$ cat config.mk
export PLATFORM = sky130hd
export DESIGN_NAME = density_traffic_light_sequencer
export DESIGN_NICKNAME = d
export VERILOG_FILES = /design/src/hdl/dtls_pkg.sv /design/src/hdl/density_traffic_light_sequencer.sv
export SDC_FILE = /design/constraint.sdc
export NUM_CORES = 1
export LEC_CHECK = 0
export ABC_AREA = 1
export BUFFER_PORTS_ARGS = -buffer_cell sky130_fd_sc_hd__buf_2
export CORE_MARGIN = 10
export CORE_UTILIZATION = 35
export DETAILED_ROUTE_END_ITERATION = 16
export MAX_ROUTING_LAYER = met4
export PLACE_DENSITY_LB_ADDON = 0.05
export SETUP_SLACK_MARGIN = 0.2
export SLEW_MARGIN = 20
export SYNTH_ARGS = -nofsm -noshare
export SYNTH_HDL_FRONTEND = slang
export SYNTH_SLANG_ARGS = --single-unit
$ cat constraint.sdc
create_clock -name clk -period 6.34 [get_ports clk]
set_input_delay 0 -clock clk [delete_from_list [all_inputs] [get_ports clk]]
set_output_delay 0 -clock clk [all_outputs]
set_load 0.01 [all_outputs]
$ cat src/hdl/dtls_pkg.sv
// ----------------------------------------------------------------------------
// dtls_pkg
// Types, constants and helpers for the density traffic light sequencer.
// ----------------------------------------------------------------------------
package dtls_pkg;

    localparam int APPROACH_COUNT_DEF = 4;
    localparam int MAX_APPROACHES     = 8;

    localparam int TICK_W     = 8;
    localparam int LAMP_W     = 4;
    localparam int SERVED_W   = 2;
    localparam int DIGIT_W    = 4;
    localparam int HUNDREDS_W = 2;
    localparam int CFG_IDX_W  = 3;

    localparam logic [TICK_W-1:0] BASE_GREEN_RST   = 8'd15;
    localparam logic [TICK_W-1:0] MEDIUM_GREEN_RST = 8'd30;
    localparam logic [TICK_W-1:0] LONG_GREEN_RST   = 8'd60;
    localparam logic [TICK_W-1:0] SAMPLE_WIN_RST   = 8'd3;
    localparam logic [TICK_W-1:0] TICK_MAX         = 8'hFF;

    localparam logic [CFG_IDX_W-1:0] REG_BASE_GREEN   = 3'd0;
    localparam logic [CFG_IDX_W-1:0] REG_MEDIUM_GREEN = 3'd1;
    localparam logic [CFG_IDX_W-1:0] REG_LONG_GREEN   = 3'd2;
    localparam logic [CFG_IDX_W-1:0] REG_SAMPLE_WIN   = 3'd3;

    typedef enum logic [1:0] {
        LEN_BASE   = 2'd0,
        LEN_MEDIUM = 2'd1,
        LEN_LONG   = 2'd2
    } length_sel_t;

    typedef struct packed {
        logic [HUNDREDS_W-1:0] hundreds;
        logic [DIGIT_W-1:0]    tens;
        logic [DIGIT_W-1:0]    ones;
    } digits_t;

    // tens via multiply by 205 and shift by 11, exact below 1029
    function automatic digits_t to_decimal(input logic [TICK_W-1:0] value);
        logic [6:0]  rem;
        logic [14:0] prod;
        digits_t     d;
        if (value >= 8'd200) begin
            d.hundreds = 2'd2;
            rem        = 7'(value - 8'd200);
        end else if (value >= 8'd100) begin
            d.hundreds = 2'd1;
            rem        = 7'(value - 8'd100);
        end else begin
            d.hundreds = 2'd0;
            rem        = 7'(value);
        end
        prod   = 15'(rem) * 15'd205;
        d.tens = prod[14:11];
        d.ones = 4'(rem - 7'(7'(d.tens) * 7'd10));
        return d;
    endfunction

endpackage

$ cat src/hdl/density_traffic_light_sequencer.sv
// ----------------------------------------------------------------------------
// density_traffic_light_sequencer
// Round-robin green phases with sensor-selected, sticky green lengths.
// ----------------------------------------------------------------------------
// One input item is one time tick and yields exactly one result item. A tick
// passes through an input register, then a single evaluation stage that
// updates the served approach, its elapsed count and its length choice and
// loads the result register, from which the result is presented; a new tick
// is accepted every cycle while results are taken; when the output side holds
// off, the input register takes one more tick and then stalls. Configuration
// writes complete in the cycle they are offered.
module density_traffic_light_sequencer #(
    parameter int APPROACH_COUNT = dtls_pkg::APPROACH_COUNT_DEF
) (
    input  logic                                clk,
    input  logic                                rst_n,

    input  logic                                cfg_valid,
    output logic                                cfg_ready,
    input  logic [dtls_pkg::CFG_IDX_W-1:0]      cfg_index,
    input  logic [dtls_pkg::TICK_W-1:0]         cfg_data,

    input  logic                                in_valid,
    output logic                                in_ready,
    input  logic [dtls_pkg::LAMP_W-1:0]         sensor_low,
    input  logic [dtls_pkg::LAMP_W-1:0]         sensor_high,

    output logic                                out_valid,
    input  logic                                out_ready,
    output logic [dtls_pkg::LAMP_W-1:0]         green_lamps,
    output logic [dtls_pkg::LAMP_W-1:0]         red_lamps,
    output logic [dtls_pkg::SERVED_W-1:0]       served_approach,
    output logic [dtls_pkg::TICK_W-1:0]         elapsed_ticks,
    output logic [dtls_pkg::TICK_W-1:0]         green_length,
    output logic [dtls_pkg::DIGIT_W-1:0]        ones_digit,
    output logic [dtls_pkg::DIGIT_W-1:0]        tens_digit,
    output logic [dtls_pkg::HUNDREDS_W-1:0]     hundreds_digit,
    output logic                                phase_end
);

    localparam int IDX_W = $clog2(APPROACH_COUNT);
    localparam logic [dtls_pkg::LAMP_W-1:0] ALL_MASK =
        dtls_pkg::LAMP_W'((9'd1 << APPROACH_COUNT) - 9'd1);

    // configuration
    logic [dtls_pkg::TICK_W-1:0] base_green_reg;
    logic [dtls_pkg::TICK_W-1:0] medium_green_reg;
    logic [dtls_pkg::TICK_W-1:0] long_green_reg;
    logic [dtls_pkg::TICK_W-1:0] sample_win_reg;

    // sequencer state
    logic [IDX_W-1:0]              approach_reg;
    logic [IDX_W-1:0]              approach_next;
    logic [dtls_pkg::TICK_W-1:0]   counter_reg;
    logic [dtls_pkg::TICK_W-1:0]   counter_next;
    dtls_pkg::length_sel_t         choice_reg [APPROACH_COUNT];
    dtls_pkg::length_sel_t         choice_next;

    // input stage
    logic                          s1_valid_reg;
    logic [dtls_pkg::LAMP_W-1:0]   s1_low_reg;
    logic [dtls_pkg::LAMP_W-1:0]   s1_high_reg;

    // result stage
    logic                          out_valid_reg;
    logic [dtls_pkg::LAMP_W-1:0]   green_reg;
    logic [dtls_pkg::LAMP_W-1:0]   red_reg;
    logic [dtls_pkg::SERVED_W-1:0] served_reg;
    logic [dtls_pkg::TICK_W-1:0]   elapsed_reg;
    logic [dtls_pkg::TICK_W-1:0]   length_reg;
    dtls_pkg::digits_t             digits_reg;
    logic                          end_reg;

    // evaluation
    logic                          out_load_ok;
    logic                          s2_fire;
    logic                          in_fire;
    logic [dtls_pkg::MAX_APPROACHES-1:0] served_mask;
    logic                          lo_hit;
    logic                          hi_hit;
    logic [dtls_pkg::TICK_W-1:0]   elapsed_c;
    logic [dtls_pkg::TICK_W-1:0]   length_c;
    logic                          end_c;
    logic [IDX_W:0]                approach_inc;
    logic [dtls_pkg::LAMP_W-1:0]   green_c;
    logic [dtls_pkg::LAMP_W-1:0]   red_c;

    assign cfg_ready   = 1'b1;
    assign out_load_ok = !out_valid_reg || out_ready;
    assign s2_fire     = s1_valid_reg && out_load_ok;
    assign in_ready    = !s1_valid_reg || out_load_ok;
    assign in_fire     = in_valid && in_ready;

    always_ff @(posedge clk or negedge rst_n)
    begin
        if (!rst_n)
        begin
            base_green_reg   <= dtls_pkg::BASE_GREEN_RST;
            medium_green_reg <= dtls_pkg::MEDIUM_GREEN_RST;
            long_green_reg   <= dtls_pkg::LONG_GREEN_RST;
            sample_win_reg   <= dtls_pkg::SAMPLE_WIN_RST;
        end
        else if (cfg_valid)
        begin
            unique case (cfg_index)
                dtls_pkg::REG_BASE_GREEN:   base_green_reg   <= cfg_data;
                dtls_pkg::REG_MEDIUM_GREEN: medium_green_reg <= cfg_data;
                dtls_pkg::REG_LONG_GREEN:   long_green_reg   <= cfg_data;
                dtls_pkg::REG_SAMPLE_WIN:   sample_win_reg   <= cfg_data;
                default: ;
            endcase
        end
    end

    always_comb
    begin
        served_mask = dtls_pkg::MAX_APPROACHES'(1) << approach_reg;
        lo_hit      = |(s1_low_reg & served_mask[dtls_pkg::LAMP_W-1:0]);
        hi_hit      = |(s1_high_reg & served_mask[dtls_pkg::LAMP_W-1:0]);

        choice_next = choice_reg[approach_reg];
        if (counter_reg <= sample_win_reg)
        begin
            if (hi_hit)
                choice_next = dtls_pkg::LEN_LONG;
            else if (lo_hit)
                choice_next = dtls_pkg::LEN_MEDIUM;
        end

        case (choice_next)
            dtls_pkg::LEN_LONG:   length_c = long_green_reg;
            dtls_pkg::LEN_MEDIUM: length_c = medium_green_reg;
            default:              length_c = base_green_reg;
        endcase

        elapsed_c = (counter_reg == dtls_pkg::TICK_MAX) ? dtls_pkg::TICK_MAX
                                                       : counter_reg + 8'd1;
        end_c     = elapsed_c >= length_c;

        approach_inc = {1'b0, approach_reg} + (IDX_W+1)'(1);
        if (end_c)
        begin
            green_c      = '0;
            red_c        = ALL_MASK;
            counter_next = '0;
            if (approach_inc >= (IDX_W+1)'(APPROACH_COUNT))
                approach_next = '0;
            else
                approach_next = approach_inc[IDX_W-1:0];
        end
        else
        begin
            green_c       = served_mask[dtls_pkg::LAMP_W-1:0];
            red_c         = ALL_MASK & ~served_mask[dtls_pkg::LAMP_W-1:0];
            counter_next  = elapsed_c;
            approach_next = approach_reg;
        end
    end

    always_ff @(posedge clk or negedge rst_n)
    begin
        if (!rst_n)
        begin
            s1_valid_reg  <= 1'b0;
            out_valid_reg <= 1'b0;
            approach_reg  <= '0;
            counter_reg   <= '0;
            for (int i = 0; i < APPROACH_COUNT; i++)
                choice_reg[i] <= dtls_pkg::LEN_BASE;
        end
        else
        begin
            if (in_ready)
                s1_valid_reg <= in_valid;
            if (out_load_ok)
                out_valid_reg <= s1_valid_reg;
            if (s2_fire)
            begin
                approach_reg             <= approach_next;
                counter_reg              <= counter_next;
                choice_reg[approach_reg] <= choice_next;
            end
        end
    end

    always_ff @(posedge clk)
    begin
        if (in_fire)
        begin
            s1_low_reg  <= sensor_low;
            s1_high_reg <= sensor_high;
        end
        if (s2_fire)
        begin
            green_reg   <= green_c;
            red_reg     <= red_c;
            served_reg  <= dtls_pkg::SERVED_W'(approach_reg);
            elapsed_reg <= elapsed_c;
            length_reg  <= length_c;
            digits_reg  <= dtls_pkg::to_decimal(elapsed_c);
            end_reg     <= end_c;
        end
    end

    assign out_valid       = out_valid_reg;
    assign green_lamps     = green_reg;
    assign red_lamps       = red_reg;
    assign served_approach = served_reg;
    assign elapsed_ticks   = elapsed_reg;
    assign green_length    = length_reg;
    assign ones_digit      = digits_reg.ones;
    assign tens_digit      = digits_reg.tens;
    assign hundreds_digit  = digits_reg.hundreds;
    assign phase_end       = end_reg;

`ifndef NO_ASSERTIONS
    a_counter_below_max: assert property (@(posedge clk) disable iff (!rst_n)
        counter_reg != dtls_pkg::TICK_MAX)
        else $error("green counter reached its limit without a phase end");

    a_approach_in_range: assert property (@(posedge clk) disable iff (!rst_n)
        approach_reg < IDX_W'(APPROACH_COUNT - 1) || approach_reg == IDX_W'(APPROACH_COUNT - 1))
        else $error("served approach out of range");

    a_end_advances: assert property (@(posedge clk) disable iff (!rst_n)
        s2_fire && end_c |=> approach_reg == $past(approach_next) && counter_reg == '0)
        else $error("phase end did not advance the approach");

    a_end_lamps: assert property (@(posedge clk) disable iff (!rst_n)
        out_valid_reg && end_reg |-> green_reg == '0 && red_reg == ALL_MASK)
        else $error("phase end result shows a green lamp");

    a_running_below_length: assert property (@(posedge clk) disable iff (!rst_n)
        out_valid_reg && !end_reg |-> elapsed_reg < length_reg)
        else $error("running phase at or past its green length");
`endif

endmodule
==> metrics.yaml <==
worst_setup_path:
  slowest_stage: "fa_1"
  path_class: "flip-flop to flip-flop"
  cpPeakStageDelay_ns: 0.47
  startpoint_type: "flip-flop"
  critical_path_arrival_ns: 6.07
  endpoint_kind: "flip-flop"
  cp_max_fo: 6
  cp_data_required_time_ns: 6.46
  crit_top_cell: "nand2_1"
routing:
  viasPerCell: 4.580
  drt_first_pass_iters: 4
  wl_per_cell_um: 14.92
  route.antenna.remaining_nets: 0
  drt-total-wl_um: 13940
  drcViolationCount: 0
  dr.first_iter.drc_count: 252
  vias: 4278
layout:
  syn_to_final_growth_pct: 26.14
  final.fill_count: 1588
  antenna_cells: 0
  drive_above_1_share_pct: 27.44
  nNetsFinal: 808
die:
  rows: 46
  die_h_um: 147.5
  die_w_um: 147.5
  coreArea_mm2: 0.01589
  ioPinCount: 64
  dieArea_mm2: 0.02176
  start_util_pct: 35.82
sta:
  fmax_mhz: 168.0
  slew_viol_final: 0
  clock_skew_ns: 0.01303
  fin_ws_ns: 0.3886
  hold_violations: 0
  tightestPinTransition_ns: 0.6942
  post-route-min-period_ns: 5.951
  rsz0062_at_grt: "true"
  relSlewSlack_pct: 53.72
  whs_ns: 0.01426
  fin_crit_sh_pct: 93.87
  setup_viol: 0
logic_synthesis:
  seq_area_frac_synth_pct: 46.39
  synth_cells: 598
  synth_top_cell_area_share_pct: 23.22
  syn_avg_cell_area_um2: 9.516
  synthTopCellsByCount: "nand2_1, inv_1, ha_1"
  dominantRegCellSynth: "edfxtp_1"
  syn-cell-area_mm2: 0.005690
  yosysTopAreaCell: "edfxtp_1"
  synth_area_leaders: "edfxtp_1, dfrtp_1, ha_1, nand2_1, inv_1"
  ys_seq_elements: 96
  synthArstFlopShare_pct: 54.17
  yosysMostFrequentCell: "nand2_1"
  synth_edf_count: 44
  syn_nets: 693
  yosys_warnings: 0
  synthDistinctLibCells: 43
clock_tree:
  cts.sinks: 96
  htreeDepth: 3
  clk_root_buffer_cell: "clkbuf_16"
  worstSkewPairLatency_ns: 0.35
  cts_made_buffers: 9
  cts_tree: "yes"
  clockBufferDepth: 2
  clk_pin_slew_ns: 0.07
global_route:
  grt_pass1_wl_um: 22810
  gr-usage-met2_pct: 22.45
  grtUsageMet3_pct: 2.473
  antenna_found_initial: 0
  track_usage_pct: 13.34
  grt.overflow.total: 0
  use_met1_pct: 16.08
  grt_pass1_vias: 4361
  top_usage_layer: "met2"
  grt_start_max_net_pins: 53
placed_design:
  gp_congestion: 0.7755
  dp_slack_ns: -0.009158
  dp_hpwl_um: 10460
  portBuffers: 62
status:
  status: "completed"
worst_hold_path:
  hold_path.class: "input pin to flip-flop"
run:
  max_cap_viol_count: 0
## worst max-delay path: cells and delay by family, from the launching register on
kind	cells	cell delay, ns
fa+ha+maj	7	2.23
simple gates	16	1.17
xor+xnor	4	0.75
buf+inv	7	0.65
compound gates	3	0.56
flops	1	0.36
## cells in the final DEF, fill, tap and decap left out, types with 4 or more instances in the layout
master / count
ha_1: 53
o21ai_0: 59
inv_1: 103
buf_2: 62
a21oi_1: 17
nor2_1: 20
edfxtp_1: 44
clkbuf_16: 10
nand4_1: 4
o21a_1: 5
dlygate4sd3_1: 18
ha_4: 5
nor2_2: 7
fa_1: 7
a221o_1: 5
inv_2: 6
xor2_2: 4
nand3_2: 4
nand2_1: 106
dfrtp_1: 37
nand2_2: 13
ha_2: 4
a22o_1: 4
buf_4: 35
nand3_1: 22
dfstp_2: 14
## final cells by class
type | count | area [µm²] | share of cell area (%)
tap | 216 | 270.3 | 3.765
sequential | 96 | 2641 | 36.80
timing repair buffer | 116 | 764.5 | 10.65
multi-input combinational | 378 | 2764 | 38.50
inverter | 112 | 430.4 | 5.996
clock inverter | 5 | 53.80 | 0.7495
clock buffer | 11 | 254.0 | 3.538
## worst paths after layout
check / depth (start not counted) / endpoint / slack [ns] / startpoint
worst min register to register: 2 / base_green_reg[5] / 0.49 / base_green_reg[5]
worst max register to register: 37 / ones_digit[3] / 0.39 / counter_reg[1]
worst max-delay path: 37 / ones_digit[3] / 0.39 / counter_reg[1]
worst min-delay path: 3 / long_green_reg[4] / 0.01 / cfg_data[4]
min in group asynchronous: 3 / choice_reg[5] / 0.31 / rst_n
max in group asynchronous: 3 / counter_reg[2] / 5.54 / rst_n
## metal layers
metal	part of all wire, %	wire, µm
met5	0	0
met4	0.81	113
met3	2.3	321
met2	51	7114
met1	46	6385
## through the flow
| stage | std cells | TNS (ns) | cell area, µm² | utilization, % |
|---|---|---|---|---|
| after detailed placement | 891 | -0.009158 | 6424 | 40.44 |
| after floorplan | 598 | 0 | 5693 | - |
| after global placement | 891 | 0 | 6424 | 40.44 |
| after global routing | 934 | 0 | 7178 | 45.19 |
| final | 934 | 0 | 7178 | 45.19 |
| after CTS | 925 | 0 | 6944 | 43.71 |
## repair_timing
item	in CTS	in global routing
endpoints found under the setup margin	1	1
cloned	0	0
gates resized for setup	6	39
hold buffers	18	0
pin swaps	2	31
setup buffers	0	9
endpoints found under the hold margin	67	0
## kinds of logic after synthesis
family                   after synthesis  synth area share (%)
buffers and inverters                124                 8.399
adder cells (fa/ha/maj)               71                 16.80
XOR/XNOR                              10                 1.671
other                                  1               0.06590
flip-flops                            96                 46.39
AO/OA/AOI/OAI                        109                 11.74
AND/OR/NAND/NOR                      187                 14.93
Power is left out: the tool's default activity adds up to more than one toggle a clock period on the data nets, which glitch-free logic cannot reach.
